### config.mk
export PLATFORM = sky130hd
export DESIGN_NAME = websocket_frame_deframer
export DESIGN_NICKNAME = d
export VERILOG_FILES = /design/src/rtl/wsfd_pkg.sv /design/src/rtl/websocket_frame_deframer.sv /design/src/rtl/wsfd_parser.sv
export VERILOG_INCLUDE_DIRS = /design/src /design/src/rtl
export SDC_FILE = /design/constraint.sdc
export NUM_CORES = 1
export LEC_CHECK = 0
export BUFFER_PORTS_ARGS = -buffer_cell sky130_fd_sc_hd__buf_2
export CAP_MARGIN = 10
export CORE_ASPECT_RATIO = 1.25
export CORE_MARGIN = 2
export CORE_UTILIZATION = 45
export CTS_CLUSTER_DIAMETER = 40
export DETAILED_ROUTE_END_ITERATION = 6
export PLACE_DENSITY = 0.64
export SLEW_MARGIN = 0
export SYNTH_ARGS = -nofsm -noshare
export SYNTH_HDL_FRONTEND = slang
export SYNTH_HIERARCHICAL = 1
export SYNTH_SLANG_ARGS = --single-unit
### constraint.sdc
create_clock -name clk_i -period 4.1 [get_ports clk_i]
set_input_delay 0.615 -clock clk_i [delete_from_list [all_inputs] [get_ports clk_i]]
set_output_delay 0.615 -clock clk_i [all_outputs]
set_load 0.03 [all_outputs]
### src/rtl/websocket_frame_deframer_defines.svh
// assertion macros for the websocket frame deframer
`ifndef WEBSOCKET_FRAME_DEFRAMER_DEFINES_SVH
`define WEBSOCKET_FRAME_DEFRAMER_DEFINES_SVH

// same-cycle implication, checked outside reset
`define WSFD_ASSERT_IMPL(lbl, ante, cons, msg) \
  lbl: assert property (@(posedge clk_i) disable iff (!rst_ni) (ante) |-> (cons)) \
    else $error(msg);

// next-cycle implication, checked outside reset
`define WSFD_ASSERT_NEXT(lbl, ante, cons, msg) \
  lbl: assert property (@(posedge clk_i) disable iff (!rst_ni) (ante) |=> (cons)) \
    else $error(msg);

`endif

### src/rtl/wsfd_pkg.sv
// types and constants shared by the websocket frame deframer
package wsfd_pkg;

  // width kept for the payload length counter
  localparam int LEN_BITS = 32;

  // header codes
  localparam logic [3:0] OP_CONT = 4'h0;
  localparam logic [3:0] OP_TEXT = 4'h1;
  localparam logic [3:0] OP_BIN  = 4'h2;
  localparam logic [3:0] OP_PING = 4'h9;
  localparam logic [3:0] OP_PONG = 4'hA;

  localparam logic [6:0] LEN_SHORT_MAX = 7'd125;
  localparam logic [6:0] LEN_EXT16     = 7'd126;
  localparam logic [3:0] EXT16_BYTES   = 4'd2;
  localparam logic [3:0] EXT64_BYTES   = 4'd8;

  // frame classes
  typedef enum logic [3:0] {
    CLS_NONE         = 4'd0,
    CLS_TEXT         = 4'd1,
    CLS_PART_TEXT    = 4'd2,
    CLS_BINARY       = 4'd3,
    CLS_PART_BINARY  = 4'd4,
    CLS_PING         = 4'd5,
    CLS_PONG         = 4'd6,
    CLS_ERROR        = 4'd7,
    CLS_INCOMPLETE   = 4'd8
  } class_e;

  // parse phases
  typedef enum logic [2:0] {
    PH_IDLE    = 3'd0,
    PH_HDR1    = 3'd1,
    PH_EXT     = 3'd2,
    PH_MASK    = 3'd3,
    PH_PAYLOAD = 3'd4,
    PH_DONE    = 3'd5
  } phase_e;

  // input word
  typedef struct packed {
    logic [7:0] data_byte;
    logic       buffer_end;
  } in_t;

  // result word
  typedef struct packed {
    logic [7:0] out_byte;
    logic       byte_valid;
    logic       frame_end;
    logic [3:0] frame_class;
  } out_t;

  // parser result toward the output register
  typedef struct packed {
    logic res_valid;
    out_t res;
  } step_t;

endpackage

### src/rtl/websocket_frame_deframer.sv
// websocket frame deframer top level: input register, parser, result register
//
// Input channel: one buffer byte per word (in_data_i), buffer_end set on the
// last byte of a received buffer. A word is taken when in_valid_i is high and
// in_stall_o is low.
// Output channel: zero or one result word per input byte. Payload bytes come
// out unmasked with byte_valid set; the last result of a frame has frame_end
// set and carries the frame class. Header, key and trailing bytes give no
// word unless they close the frame or the buffer.
// A taken byte waits in the input register and its result word is offered
// from the result register. Throughput: one byte per cycle unless stalled,
// set by the single parse step between the input and result registers.
// Stall: the result register holds while out_stall_i is high; bytes that
// give no result keep flowing, and in_stall_o rises only when a byte that
// gives a result waits behind a held result word.
// Reset: all frame state clears and the next byte is read as the first
// header byte; the same happens after every byte with buffer_end.
`include "websocket_frame_deframer_defines.svh"

module websocket_frame_deframer (
  input  logic           clk_i,
  input  logic           rst_ni,
  input  logic           in_valid_i,
  output logic           in_stall_o,
  input  wsfd_pkg::in_t  in_data_i,
  output logic           out_valid_o,
  input  logic           out_stall_i,
  output wsfd_pkg::out_t out_data_o
);

  wsfd_pkg::in_t   in_q;
  logic            in_v_q;
  wsfd_pkg::out_t  out_q;
  logic            out_v_q;
  wsfd_pkg::step_t step_s;
  logic            out_free;
  logic            step_go;

  // a byte moves on when its result, if any, has room
  assign out_free   = !out_v_q || !out_stall_i;
  assign step_go    = in_v_q && (!step_s.res_valid || out_free);
  assign in_stall_o = in_v_q && !step_go;

  wsfd_parser u_parser (
    .clk_i     (clk_i),
    .rst_ni    (rst_ni),
    .step_en_i (step_go),
    .item_i    (in_q),
    .step_o    (step_s)
  );

  // input register
  always_ff @(posedge clk_i or negedge rst_ni) begin
    if (!rst_ni) begin
      in_v_q <= 1'b0;
    end else if (in_valid_i && !in_stall_o) begin
      in_v_q <= 1'b1;
    end else if (step_go) begin
      in_v_q <= 1'b0;
    end
  end

  always_ff @(posedge clk_i) begin
    if (in_valid_i && !in_stall_o) begin
      in_q <= in_data_i;
    end
  end

  // result register
  always_ff @(posedge clk_i or negedge rst_ni) begin
    if (!rst_ni) begin
      out_v_q <= 1'b0;
    end else if (step_go && step_s.res_valid) begin
      out_v_q <= 1'b1;
    end else if (!out_stall_i) begin
      out_v_q <= 1'b0;
    end
  end

  always_ff @(posedge clk_i) begin
    if (step_go && step_s.res_valid) begin
      out_q <= step_s.res;
    end
  end

  assign out_valid_o = out_v_q;
  assign out_data_o  = out_q;

  // checks
  `WSFD_ASSERT_IMPL(a_mid_frame_no_class,
    out_valid_o && !out_data_o.frame_end,
    out_data_o.frame_class == wsfd_pkg::CLS_NONE,
    "non-final result carries a frame class")
  `WSFD_ASSERT_IMPL(a_idle_byte_zero,
    out_valid_o && !out_data_o.byte_valid,
    out_data_o.out_byte == 8'd0,
    "result without payload byte has nonzero data")
  `WSFD_ASSERT_IMPL(a_stall_needs_item,
    in_stall_o,
    in_v_q && out_v_q && out_stall_i,
    "input stalled without a held byte and a held result")

endmodule

### src/rtl/wsfd_parser.sv
// frame header parser, mask key store and payload unmasking
module wsfd_parser (
  input  logic            clk_i,
  input  logic            rst_ni,
  input  logic            step_en_i,
  input  wsfd_pkg::in_t   item_i,
  output wsfd_pkg::step_t step_o
);

  wsfd_pkg::phase_e                phase_q, phase_d;
  logic [3:0]                      opcode_q, opcode_d;
  logic                            fin_q, fin_d;
  logic                            masked_q, masked_d;
  logic [wsfd_pkg::LEN_BITS-1:0]   len_q, len_d;
  logic [3:0]                      ext_q, ext_d;
  logic [3:0][7:0]                 key_q, key_d;
  logic [1:0]                      idx_q, idx_d;
  logic                            ovf_q, ovf_d;

  logic       final_s;
  logic [7:0] b;
  logic [6:0] lf;
  logic       ovf_s;

  // class of a finished frame from the held header
  function automatic wsfd_pkg::class_e class_of(logic [3:0] op, logic fin);
    wsfd_pkg::class_e c;
    case (op)
      wsfd_pkg::OP_CONT, wsfd_pkg::OP_TEXT: c = fin ? wsfd_pkg::CLS_TEXT
                                                    : wsfd_pkg::CLS_PART_TEXT;
      wsfd_pkg::OP_BIN:  c = fin ? wsfd_pkg::CLS_BINARY : wsfd_pkg::CLS_PART_BINARY;
      wsfd_pkg::OP_PING: c = wsfd_pkg::CLS_PING;
      wsfd_pkg::OP_PONG: c = wsfd_pkg::CLS_PONG;
      default:           c = wsfd_pkg::CLS_ERROR;
    endcase
    return c;
  endfunction

  // next state and result for one byte
  always_comb begin
    phase_d  = phase_q;
    opcode_d = opcode_q;
    fin_d    = fin_q;
    masked_d = masked_q;
    len_d    = len_q;
    ext_d    = ext_q;
    key_d    = key_q;
    idx_d    = idx_q;
    ovf_d    = ovf_q;
    final_s  = 1'b0;
    b        = item_i.data_byte;
    lf       = b[6:0];
    ovf_s    = ovf_q;
    step_o   = '0;

    unique case (phase_q)
      wsfd_pkg::PH_IDLE: begin
        opcode_d = b[3:0];
        fin_d    = b[7];
        phase_d  = wsfd_pkg::PH_HDR1;
      end
      wsfd_pkg::PH_HDR1: begin
        masked_d = b[7];
        len_d    = '0;
        if (lf <= wsfd_pkg::LEN_SHORT_MAX) begin
          len_d = {{(wsfd_pkg::LEN_BITS-7){1'b0}}, lf};
          if (b[7]) begin
            phase_d = wsfd_pkg::PH_MASK;
            idx_d   = '0;
          end else if (lf == '0) begin
            phase_d = wsfd_pkg::PH_DONE;
            final_s = 1'b1;
          end else begin
            phase_d = wsfd_pkg::PH_PAYLOAD;
          end
        end else begin
          ext_d   = (lf == wsfd_pkg::LEN_EXT16) ? wsfd_pkg::EXT16_BYTES
                                                : wsfd_pkg::EXT64_BYTES;
          phase_d = wsfd_pkg::PH_EXT;
        end
      end
      wsfd_pkg::PH_EXT: begin
        // big-endian length, flag bits shifted past the counter
        ovf_s = ovf_q | (len_q[wsfd_pkg::LEN_BITS-1 -: 8] != '0);
        ovf_d = ovf_s;
        len_d = {len_q[wsfd_pkg::LEN_BITS-9:0], b};
        ext_d = ext_q - 4'd1;
        if (ext_q == 4'd1) begin
          if (ovf_s) begin
            phase_d                 = wsfd_pkg::PH_DONE;
            step_o.res_valid        = 1'b1;
            step_o.res.frame_end    = 1'b1;
            step_o.res.frame_class  = wsfd_pkg::CLS_ERROR;
          end else if (masked_q) begin
            phase_d = wsfd_pkg::PH_MASK;
            idx_d   = '0;
          end else if (len_d == '0) begin
            phase_d = wsfd_pkg::PH_DONE;
            final_s = 1'b1;
          end else begin
            phase_d = wsfd_pkg::PH_PAYLOAD;
          end
        end
      end
      wsfd_pkg::PH_MASK: begin
        key_d[idx_q] = b;
        idx_d        = idx_q + 2'd1;
        if (idx_q == 2'd3) begin
          if (len_q == '0) begin
            phase_d = wsfd_pkg::PH_DONE;
            final_s = 1'b1;
          end else begin
            phase_d = wsfd_pkg::PH_PAYLOAD;
          end
        end
      end
      wsfd_pkg::PH_PAYLOAD: begin
        step_o.res.out_byte   = masked_q ? (b ^ key_q[idx_q]) : b;
        step_o.res.byte_valid = 1'b1;
        step_o.res_valid      = 1'b1;
        idx_d                 = idx_q + 2'd1;
        len_d                 = len_q - {{(wsfd_pkg::LEN_BITS-1){1'b0}}, 1'b1};
        if (len_q == {{(wsfd_pkg::LEN_BITS-1){1'b0}}, 1'b1}) begin
          phase_d = wsfd_pkg::PH_DONE;
          final_s = 1'b1;
        end
      end
      default: begin
      end
    endcase

    // frame complete on this byte
    if (final_s) begin
      step_o.res_valid       = 1'b1;
      step_o.res.frame_end   = 1'b1;
      step_o.res.frame_class = class_of(opcode_q, fin_q);
    end

    // buffer end: report a cut frame, then start over
    if (item_i.buffer_end) begin
      if (phase_d != wsfd_pkg::PH_DONE) begin
        step_o.res_valid       = 1'b1;
        step_o.res.frame_end   = 1'b1;
        step_o.res.frame_class = wsfd_pkg::CLS_INCOMPLETE;
      end
      phase_d  = wsfd_pkg::PH_IDLE;
      opcode_d = '0;
      fin_d    = 1'b0;
      masked_d = 1'b0;
      len_d    = '0;
      ext_d    = '0;
      key_d    = '0;
      idx_d    = '0;
      ovf_d    = 1'b0;
    end
  end

  // frame state registers
  always_ff @(posedge clk_i or negedge rst_ni) begin
    if (!rst_ni) begin
      phase_q  <= wsfd_pkg::PH_IDLE;
      opcode_q <= '0;
      fin_q    <= 1'b0;
      masked_q <= 1'b0;
      len_q    <= '0;
      ext_q    <= '0;
      key_q    <= '0;
      idx_q    <= '0;
      ovf_q    <= 1'b0;
    end else if (step_en_i) begin
      phase_q  <= phase_d;
      opcode_q <= opcode_d;
      fin_q    <= fin_d;
      masked_q <= masked_d;
      len_q    <= len_d;
      ext_q    <= ext_d;
      key_q    <= key_d;
      idx_q    <= idx_d;
      ovf_q    <= ovf_d;
    end
  end

endmodule

=== Word-level counts from Yosys, hierarchy flattened ===
Cells that the tools add are included.

* Output and inout port bits: 16
* Register bits: 105
* Input port bits: 13

* Eq/ne operators: 20
* $lt $le $gt $ge: 3
* $add $sub $neg: 3
* Bitwise operators: 2
* Reduce and logical (&&, ||, !) cells: 35
* Muxes and demuxes: 73

{| class="wikitable"
|+ Operators with widths
! kind !! count
|-
| $mux W32 || 3
|-
| $pmux W32 S3 || 1
|-
| $logic_not A32 Y1 || 2
|-
| $bwmux W32 || 1
|-
| $eq A32 B1 Y1 const B || 1
|-
| $sub A32 B1 Y32 const B || 1
|-
| $mux W5 || 6
|-
| $mux W1 || 29
|-
| $mux W3 || 9
|-
| $mux W8 || 3
|-
| $mux W4 || 5
|-
| $bmux W8 S2 || 1
|-
| $demux W8 S2 || 1
|-
| $pmux W4 S4 || 1
|-
| $pmux W3 S5 || 1
|-
| $mux W2 || 7
|-
| $ne A3 B3 Y1 const B || 4
|-
| $reduce_and A2 Y1 || 5
|-
| $reduce_bool A2 Y1 || 5
|-
| $ne A3 B2 Y1 const B || 3
|-
| $eq A4 B1 Y1 const B || 2
|-
| $eq A4 B4 Y1 const B || 2
|-
| $pmux W4 S2 || 1
|-
| $reduce_bool A4 Y1 || 2
|-
| other kinds (29) || 40
|}

=== Logic depth before layout (Yosys ltp) ===
Gate-level depths: netlist of the first run.

* Depth after elaboration: 17
* Depth in mapped cells: 16
* Mapped depth without buffers: 15

=== Cells and area by module ===
Netlist of the first run, hierarchy kept.

{| class="wikitable"
|+ By module, submodules not included
! module !! times used !! cells each !! area each (um2)
|-
| wsfd_parser || 1 || 558 || 4,839.6
|-
| websocket_frame_deframer || 1 || 35 || 795.8
|}

=== Worst setup path after synthesis of the first run ===
OpenSTA, ideal clock, no wires.

* Path kind: reg2reg
* Start point: reg u_parser/len_q[26] (netlist bit)
* End point: reg u_parser/len_q[13] (netlist bit)
* Required time: 4,022 ps
* Clock period less this slack: 3,658 ps
* Arrival time: 3,580 ps
* Stages on the path, launching flop included: 15
* Setup slack: 442 ps
* Cell sequence: dfrtp_1 > or4_1 > buf_2 > nand2b_1 > o22ai_1 > a221oi_1 > a221oi_2 > nand4_1 > a31oi_1 > nor2b_1 > o211ai_1 > nor2_1 > clkbuf_1 > a22oi_1 > o21ai_1

{| class="wikitable"
|+ RTL lines
! item !! line !! RTL
|-
| start: declaration || wsfd_parser.sv:14 || <nowiki>logic [wsfd_pkg::LEN_BITS-1:0] len_q, len_d;</nowiki>
|-
| start signal: assignment || wsfd_parser.sv:175 || <nowiki>len_q <= len_d;</nowiki>
|}

==> impl_metrics.csv, run 1 <==
group,metric,value,unit
floorplan,die_height,129,um
synth,synth_edf_count,23,
finish,n_fill_cell,1142,
global_routing,grt_pass1_vias,4950,
power_and_ir_drop,p_clk_frac,0.193,
synth,ys.flop_type,"dfrtp_1",
status,status,"complete, no violations",
setup_path,crit_slowest_cell,"dfrtp_1",
synth,ys_ff_latch,105,
synth,ys_seq_area_frac,0.487,
clocking,clkTransAtPathRegs,80,ps
timing,hold_violations,0,
detailed_routing,drtPass1Iterations,5,
min_path,holdCritPathClass,"primary input to flop",
clocking,h-tree-depth,3,
finish,layout_commonest_cell,"nand2_1",
finish,fin_area,6400,um2
timing,max_freq,0.260,GHz
detailed_routing,wl_per_cell,19.7,um
power_and_ir_drop,intPower,2.51,mW
floorplan,start_util,0.463,
setup_path,worstSetupEndpointType,"flop",
detailed_routing,routed_wl,15.7,mm
power_and_ir_drop,p_total,4.58,mW
floorplan,core,12200,um2
power_and_ir_drop,powerDensity,715,nW/um2
synth,ys_top_cells_by_area,"dfrtp_1 (36%), edfxtp_1 (12%), o21ai_0 (6.0%), nand2_1 (6.0%), nor2_1 (3.5%)",
synth,avgSynthCellArea,9.50,um2
detailed_routing,drc,0,
setup_path,cp.arrival,4090,ps
clocking,cts_hold_buf,0,
timing,worstMarginPinSlew,1070,ps
global_routing,grt_start_max_net_pins,83,
placed_design,place_area,6040,um2
detailed_routing,vias,4933,
finish,nNetsFinal,650,
synth,synthArstFlopShare,0.781,
power_and_ir_drop,sw_frac_of_total,0.451,
floorplan,rows,45,
clocking,cts-buffers-inserted,9,
timing,min_period_over_period,0.936,
global_routing,overflow,0,
floorplan,die_area,13400,um2
synth,syn_nets,615,
synth,ys_types,65,
synth,synth_top_area_share,0.364,
placed_design,dp_hpwl,11.1,mm
clocking,cts_buffer_depth,2,
detailed_routing,first_iter_violations,351,
clocking,cts_tree,"yes",
finish,layout_common_cells,"nand2_1 (90), dfrtp_1 (82), o21ai_0 (68), nor2_1 (49), buf_2 (27)",
timing,maxSlewHeadroom,0.288,
timing,skew,12.3,ps
synth,synth_cells,593,
global_routing,track_usage,0.244,
synth,synth_area,5640,um2
setup_path,crit_family,"simple AND/OR/NAND/NOR gates",
setup_path,critPathBufInv,0,
power_and_ir_drop,ir_drop,0.329,mV
floorplan,num_io_pins,29,
placed_design,portBuffers,28,
detailed_routing,detail-route-antenna-nets,0,
clocking,clk_latency,370,ps
power_and_ir_drop,comb_power_share,0.449,
power_and_ir_drop,switchingPower,2.06,mW
setup_path,critPathMaxFanout,7,
synth,yosysWarnings,6,
finish,n_antenna_cell,0,
placed_design,globalplace.congestion,0.872,
synth,synth.largest_area_cell,"dfrtp_1",
global_routing,antenna_found_initial,0,
setup_path,crit_type,"flop to flop",
setup_path,path_cells,"nor4_4, nand4b_2, nor4_4, a221oi_1, a221oi_2, nand4_1, a31oi_2, nor2b_1, o211ai_1, nor2_2, nand2_1, o311ai_1",
finish,drive_gt1_frac,0.152,
power_and_ir_drop,seqPwrFrac,0.357,
run,cap_violations,0,
setup_path,cp.required,4350,ps
power_and_ir_drop,power.leakage,2.69,nW
timing,setup_viol,0,
finish,area_growth,13.6,%
detailed_routing,routed_via_density,6.19,
global_routing,grt_pass1_wl,25.5,mm
setup_path,cp-start-kind,"flop",
floorplan,die_w,104,um
clocking,cts_sinks,105,
setup_path,cpMostUsedCell,"nor4_4",
setup_path,slowest_delay,470,ps
timing,slew_viol_final,0,
timing,fin_crit,3840,ps
clocking,clockRootBuffer,"clkbuf_16",
==> what timing repair did <==
item	4_1_cts	5_1_grt
buffers inserted	0	3
endpoints found under the setup margin	0	18
endpoints found under the hold margin	0	0
resized for setup	0	6
==> stage by stage <==
| stage | TNS, ps | hold WS, ps | worst slack (ps) | utilization | instances |
|---|---|---|---|---|---|
| 3_5_place_dp | 0 | 468 | 129 | 0.496 | 777 |
| 5_1_grt | -27.4 | 397 | -15.6 | 0.526 | 797 |
| 3_3_place_gp | 0 | 457 | 269 | 0.496 | 777 |
| 2_1_floorplan | 0 | 319 | 442 | - | 593 |
| 6_report | 0 | 420 | 260 | 0.526 | 797 |
| 4_1_cts | 0 | 404 | 98.5 | 0.522 | 793 |
==> cell usage after synthesis (2+ instances only) <==
master     n
xor2_1    12
a21oi_1   20
nand2_1   90
a32oi_1    8
ha_1       9
nor4_2     3
and3_1     4
mux4_2     8
nand3_1    8
o22ai_1    3
inv_1     15
nor4_4     2
edfxtp_1  23
o21ai_1   13
or3_1      2
nor2_1    52
o221ai_1   2
a211oi_1   2
a31oi_1   11
o211ai_1   6
nor4_1     6
nand2b_1  15
clkbuf_1  23
o21ai_0   68
nor3_1    20
a22oi_1   12
dfrtp_1   82
a221o_1    2
o31ai_1    6
nand4_1    2
a22o_1     7
or4_1      2
nor3b_1    3
buf_1      3
a21o_1     2
o311ai_1   5
o21a_1     2
and2_1     4
nor2b_1    7
buf_2      2
nand3b_1   2
xnor2_1    2
==> sequential cells by signal, indices dropped and copies added (netlist names) <==
signal / flops
u_parser/key_q: 32
u_parser/len_q: 32
out_data_o: 14
in_q: 9
u_parser/ext_q: 4
u_parser/opcode_q: 4
u_parser/phase_q: 3
u_parser/idx_q: 2
in_v_q: 1
out_valid_o: 1
u_parser/fin_q: 1
u_parser/masked_q: 1
u_parser/ovf_q: 1
==> power groups by stage <==
stage / Clock, mW / Sequential (mW) / Combinational (mW)
after detailed placement: 0 / 1.64 / 1.99
after floorplan: 0 / 1.62 / 1.41
final: 0.885 / 1.63 / 2.06
after global placement: 0 / 1.63 / 1.98
after CTS: 0.909 / 1.63 / 2.01
after global routing: 0.951 / 1.67 / 2.25
==> metal layers <==
metal,vias to the layer above,part of all wire,wire length [um],GRT usage
met5,-,0,0,0
met4,0,0.039,613,0.126
met3,45,0.057,890,0.0523
met2,213,0.51,7950,0.423
met1,2441,0.40,6270,0.289
li1,2234,-,-,-
==> area by class of cell <==
| cell class | count | area (um2) | share of cell area |
|---|---|---|---|
| multi-input cells | 444 | 2750 | 0.430 |
| flip-flops and latches | 105 | 2740 | 0.428 |
| repair buffers | 53 | 334 | 0.0522 |
| clock buffers | 10 | 239 | 0.0373 |
| well taps | 164 | 205 | 0.0321 |
| clock inverters | 6 | 72.6 | 0.0113 |
| inverters | 15 | 56.3 | 0.00880 |
==> worst register-to-register path, stage by stage, from the launching register on <==
cell	delay [ps]
dfrtp_1	470
nor4_4	440
nand4b_2	250
nor4_4	340
a221oi_1	170
a221oi_2	370
nand4_1	240
a31oi_2	200
nor2b_1	300
o211ai_1	290
nor2_2	230
nand2_1	130
o311ai_1	300
==> cell families after synthesis <==
group                    after synthesis  share of synthesized area
buffers and inverters                 44                     0.0304
flip-flops                           105                      0.487
XOR/XNOR                              14                     0.0218
AND/OR/NAND/NOR                      233                      0.207
adder cells (fa/ha/maj)                9                     0.0200
AO/OA/AOI/OAI                        178                      0.198
multiplexers                          10                     0.0357
==> final timing paths <==
path,to,slack [ps],cells past startpoint,start
max,u_parser/len_q[25],260,12,u_parser/len_q[6]
min,in_q[7],420,1,in_data_i[7]
max reg2reg,u_parser/len_q[25],260,12,u_parser/len_q[6]
min reg2reg,u_parser/key_q[22],480,2,u_parser/key_q[22]
max in group asynchronous,u_parser/ext_q[3],2980,1,rst_ni
min in group asynchronous,u_parser/len_q[29],450,1,rst_ni
Power figures use the tool's default switching activity.
==> inputs of run 2 (changes only) <==
==> constraint.sdc (replaced) <==
create_clock -name clk_i -period 4.1 [get_ports clk_i]
set_input_delay 0.82 -clock clk_i [delete_from_list [all_inputs] [get_ports clk_i]]
set_output_delay 0.82 -clock clk_i [all_outputs]
set_load 0.03 [all_outputs]
==> impl_metrics.csv, run 2 (synthesized netlist as in run 1, its figures left out) <==
group,metric,value,unit
status,status,"complete, no violations",
detailed_routing,first_iter_violations,393,
timing,skew,7.47,ps
placed_design,portBuffers,28,
global_routing,antenna_found_initial,0,
setup_path,crit_type,"flop to flop",
setup_path,worst_r2r_endpoint,"u_parser/len_q[25]",
floorplan,start_util,0.463,
min_path,min_from,"u_parser/key_q[18]",
timing,worstMarginPinSlew,1050,ps
clocking,cts_sinks,105,
power_and_ir_drop,powerDensity,713,nW/um2
clocking,cts_buffer_depth,2,
floorplan,core,12200,um2
min_path,holdCritPathClass,"flop to flop",
finish,drive_gt1_frac,0.143,
timing,slew_viol_final,0,
run,cap_violations,0,
finish,layout_common_cells,"nand2_1 (90), dfrtp_1 (82), o21ai_0 (68), nor2_1 (50), buf_2 (27)",
setup_path,rrSetupSlack,230,ps
detailed_routing,detail-route-antenna-nets,0,
floorplan,die_height,129,um
setup_path,cp.required,4350,ps
finish,area_growth,12.5,%
clocking,h-tree-depth,3,
global_routing,grt_pass1_vias,4878,
placed_design,globalplace.congestion,0.878,
clocking,cts_hold_buf,0,
setup_path,ff2ff_path_depth,12,
power_and_ir_drop,power.leakage,2.66,nW
detailed_routing,routed_via_density,6.11,
placed_design,post-place-cells,776,
timing,hold_slack,485,ps
setup_path,cp.arrival,4120,ps
clocking,cts_tree,"yes",
timing,hold_violations,0,
floorplan,rows,45,
placed_design,dp_hpwl,11.2,mm
timing,maxSlewHeadroom,0.298,
clocking,cts-buffers-inserted,9,
finish,fin_cells,793,
floorplan,die_area,13400,um2
setup_path,critPathMaxFanout,7,
timing,setup_viol,0,
detailed_routing,wl_per_cell,19.8,um
timing,max_freq,0.258,GHz
setup_path,cp-start-kind,"flop",
clocking,clockRootBuffer,"clkbuf_16",
setup_path,rr_startpoint,"u_parser/len_q[6]",
detailed_routing,drtPass1Iterations,7,
global_routing,overflow,0,
timing,min_period_over_period,0.944,
min_path,hold_end,"u_parser/key_q[18]",
finish,nNetsFinal,646,
clocking,clkTransAtPathRegs,70,ps
clocking,clk_latency,370,ps
detailed_routing,routed_wl,15.7,mm
global_routing,grt_pass1_wl,25.8,mm
timing,rsz0062_at_grt,"yes",
timing,fin_crit,3870,ps
power_and_ir_drop,ir_drop,0.315,mV
finish,n_antenna_cell,0,
finish,layout_commonest_cell,"nand2_1",
timing,tns,0,ps
global_routing,track_usage,0.247,
floorplan,num_io_pins,29,
global_routing,grt_start_max_net_pins,83,
detailed_routing,vias,4842,
detailed_routing,drc,0,
min_path,whs_path_depth,2,
setup_path,worstSetupEndpointType,"flop",
floorplan,die_w,104,um
power_and_ir_drop,p_total,4.52,mW
-- run 2: worst max-delay path by stage --
stage,endpoint,from
6_report,u_parser/len_q[25],u_parser/len_q[6]
5_1_grt,u_parser/len_q[25],u_parser/len_q[6]
4_1_cts,u_parser/len_q[25],u_parser/len_q[6]
3_5_place_dp,u_parser/len_q[29],u_parser/len_q[6]
3_3_place_gp,u_parser/len_q[29],u_parser/len_q[6]
2_1_floorplan,u_parser/len_q[13],u_parser/len_q[26]
-- run 2: power by group --
group	switching, mW	internal (mW)
clock	0.419	0.443
sequential	0.312	1.33
combinational	1.30	0.721
-- run 2: stage by stage --
| stage | instance area (um2) | setup WS (ps) | utilization |
|---|---|---|---|
| 6_report | 6340 | 231 | 0.521 |
| 5_1_grt | 6340 | -50.8 | 0.521 |
| 4_1_cts | 6320 | 121 | 0.520 |
| 3_5_place_dp | 6030 | 173 | 0.496 |
| 3_3_place_gp | 6030 | 259 | 0.496 |
| 2_1_floorplan | 5640 | 442 | - |
-- run 2: worst max-delay path, stage by stage, from the launching register on --
cell and delay (ps):
dfrtp_1 480, nor4_4 410, nand4b_2 250, nor4_4 330
a221oi_1 170, a221oi_2 370, nand4_1 230, a31oi_2 200
nor2b_1 290, o211ai_1 260, nor2_2 270, nand2_1 170
o311ai_1 320
-- run 2: final cells by class --
type | count | area (um2)
Sequential cell | 105 | 2740
Inverter | 15 | 56.3
Fill cell | 1168 | 5820
Timing Repair Buffer | 49 | 300
Multi-Input combinational cell | 444 | 2740
Clock inverter | 6 | 55.1
Tap cell | 164 | 205
Clock buffer | 10 | 239
-- run 2: per-layer routing --
metal  part of all wire  routed length, um  global-route usage  up-vias
met1               0.39               6150               0.301     2354
met2               0.51               8080               0.426      204
met5                  0                  0                   0        -
met4              0.042                664               0.141        0
met3              0.052                825              0.0332       47
li1                   -                  -                   -     2237
-- run 2: what timing repair did --
item,in CTS,in global routing
resized for setup,0,3
endpoints found under the setup margin,0,14
setup buffers,0,0
==> inputs of run 3 (changes only) <==
--- a/config.mk
+++ b/config.mk
@@ -13,6 +13,7 @@
 export CORE_UTILIZATION = 45
 export CTS_CLUSTER_DIAMETER = 40
 export DETAILED_ROUTE_END_ITERATION = 6
+export GPL_TIMING_DRIVEN = 0
 export PLACE_DENSITY = 0.64
 export SLEW_MARGIN = 0
 export SYNTH_ARGS = -nofsm -noshare
==> impl_metrics.csv, run 3 (synthesized netlist as in run 1, its figures left out) <==
group,metric,value,unit
status,status,"complete, no violations",
global_routing,grt_start_max_net_pins,49,
global_routing,grt_pass1_vias,4798,
clocking,cts_tree,"yes",
placed_design,portBuffers,28,
finish,drive_gt1_frac,0.139,
floorplan,num_io_pins,29,
timing,hold_violations,0,
clocking,cts-buffers-inserted,9,
power_and_ir_drop,powerDensity,721,nW/um2
placed_design,post-place-cells,787,
timing,fin_crit,3930,ps
detailed_routing,first_iter_violations,427,
setup_path,cp.required,3280,ps
floorplan,die_area,13400,um2
detailed_routing,wl_per_cell,19.0,um
min_path,holdCritPathClass,"primary input to async pin",
run,cap_violations,0,
power_and_ir_drop,ir_drop,0.330,mV
global_routing,overflow,0,
floorplan,die_w,104,um
detailed_routing,drc,0,
finish,fin_cells,810,
floorplan,rows,45,
timing,min_period_over_period,0.958,
finish,nNetsFinal,663,
finish,post-route-util,0.532,
timing,maxSlewHeadroom,0.488,
floorplan,die_height,129,um
floorplan,start_util,0.463,
detailed_routing,detail-route-antenna-nets,0,
timing,setup_viol,0,
setup_path,crit_type,"flop to output pin",
global_routing,grt_pass1_wl,24.9,mm
setup_path,ff2ff_path_depth,14,
detailed_routing,routed_wl,15.4,mm
detailed_routing,drtPass1Iterations,6,
clocking,clockRootBuffer,"clkbuf_16",
timing,max_freq,0.255,GHz
timing,worstMarginPinSlew,768,ps
global_routing,antenna_found_initial,0,
clocking,cts_sinks,105,
power_and_ir_drop,p_total,4.66,mW
detailed_routing,routed_via_density,6.02,
timing,slew_viol_final,0,
clocking,clk_latency,360,ps
setup_path,worstSetupEndpointType,"output pin",
placed_design,dp_hpwl,11.0,mm
timing,skew,11.0,ps
clocking,h-tree-depth,3,
finish,area_growth,14.9,%
setup_path,critPathMaxFanout,6,
timing,tns,0,ps
timing,rsz0062_at_grt,"no",
finish,n_fill_cell,1159,
power_and_ir_drop,power.leakage,2.70,nW
clocking,cts_buffer_depth,2,
detailed_routing,vias,4877,
setup_path,cp.arrival,3110,ps
finish,n_antenna_cell,0,
floorplan,core,12200,um2
finish,layout_common_cells,"nand2_1 (90), dfrtp_1 (82), o21ai_0 (68), nor2_1 (50), buf_2 (29)",
global_routing,track_usage,0.236,
setup_path,cp-start-kind,"flop",
clocking,clkTransAtPathRegs,80,ps
finish,layout_commonest_cell,"nand2_1",
placed_design,globalplace.congestion,0.903,
run 3: changes by cell type in the layout (fill, tap and decap cells not counted), sizes merged:
cell / previous run / this run
buf: 49 / 44
clkinvlp: 0 / 1
bufinv: 0 / 1
clkbuf: 10 / 31
inv: 20 / 19
run 3: what timing repair did:
action | CTS | global route
gates resized for setup | 11 | 9
endpoints found under the setup margin | 76 | 51
gates cloned | 0 | 0
hold endpoints to repair | 0 | 0
buffers inserted | 4 | 4
pin swaps | 3 | 3
hold buffers | 0 | 0
run 3: final cells by class:
cell class / instances / area (um2) / share of cell area
Inverter: 15 / 56.3 / 0.00870
Multi-Input combinational cell: 444 / 2790 / 0.431
Buffer: 28 / 120 / 0.0186
Sequential cell: 105 / 2740 / 0.424
Clock buffer: 9 / 225 / 0.0348
Tap cell: 164 / 205 / 0.0317
Clock inverter: 7 / 96.3 / 0.0149
Timing Repair Buffer: 38 / 238 / 0.0367
run 3: through the flow:
stage	area, um2	hold slack [ps]	worst slack (ps)
after floorplan	5640	445	442
after global placement	5980	457	-1100
after detailed placement	6020	468	-1110
after CTS	6400	434	-11.3
after global routing	6470	458	20.0
final	6470	418	173
run 3: worst paths after layout:
| kind | startpoint | endpoint | slack, ps |
|---|---|---|---|
| min reg2reg | u_parser/key_q[10] | u_parser/key_q[10] | 490 |
| min in group clk_i | u_parser/key_q[10] | u_parser/key_q[10] | 490 |
| min | rst_ni | u_parser/len_q[13] | 420 |
| max | u_parser/len_q[26] | in_stall_o | 170 |
| max in group asynchronous | rst_ni | u_parser/idx_q[1] | 3060 |
| max reg2reg | u_parser/len_q[26] | u_parser/key_q[0] | 180 |
run 3: routing by layer:
layer	wire, um	global-route usage
met5	0	0
met4	520	0.126
met3	763	0.0312
met2	7710	0.410
met1	6360	0.290
run 3: worst max-delay path: stages, from the launching register on:
cell      delay (ps)
dfrtp_1          400
or4_1            520
buf_2            180
nand2b_1         240
o22ai_1          250
a221oi_2         120
a221oi_2         260
buf_4            170
nand4_1          200
nand4_2          200
inv_1             40
buf_2            170
run 3: power breakdown:
part	total, mW	leakage, nW	switching [mW]	internal (mW)
clock network	0.931	0.155	0.436	0.494
logic	2.16	1.21	1.40	0.764
registers	1.57	1.33	0.243	1.33
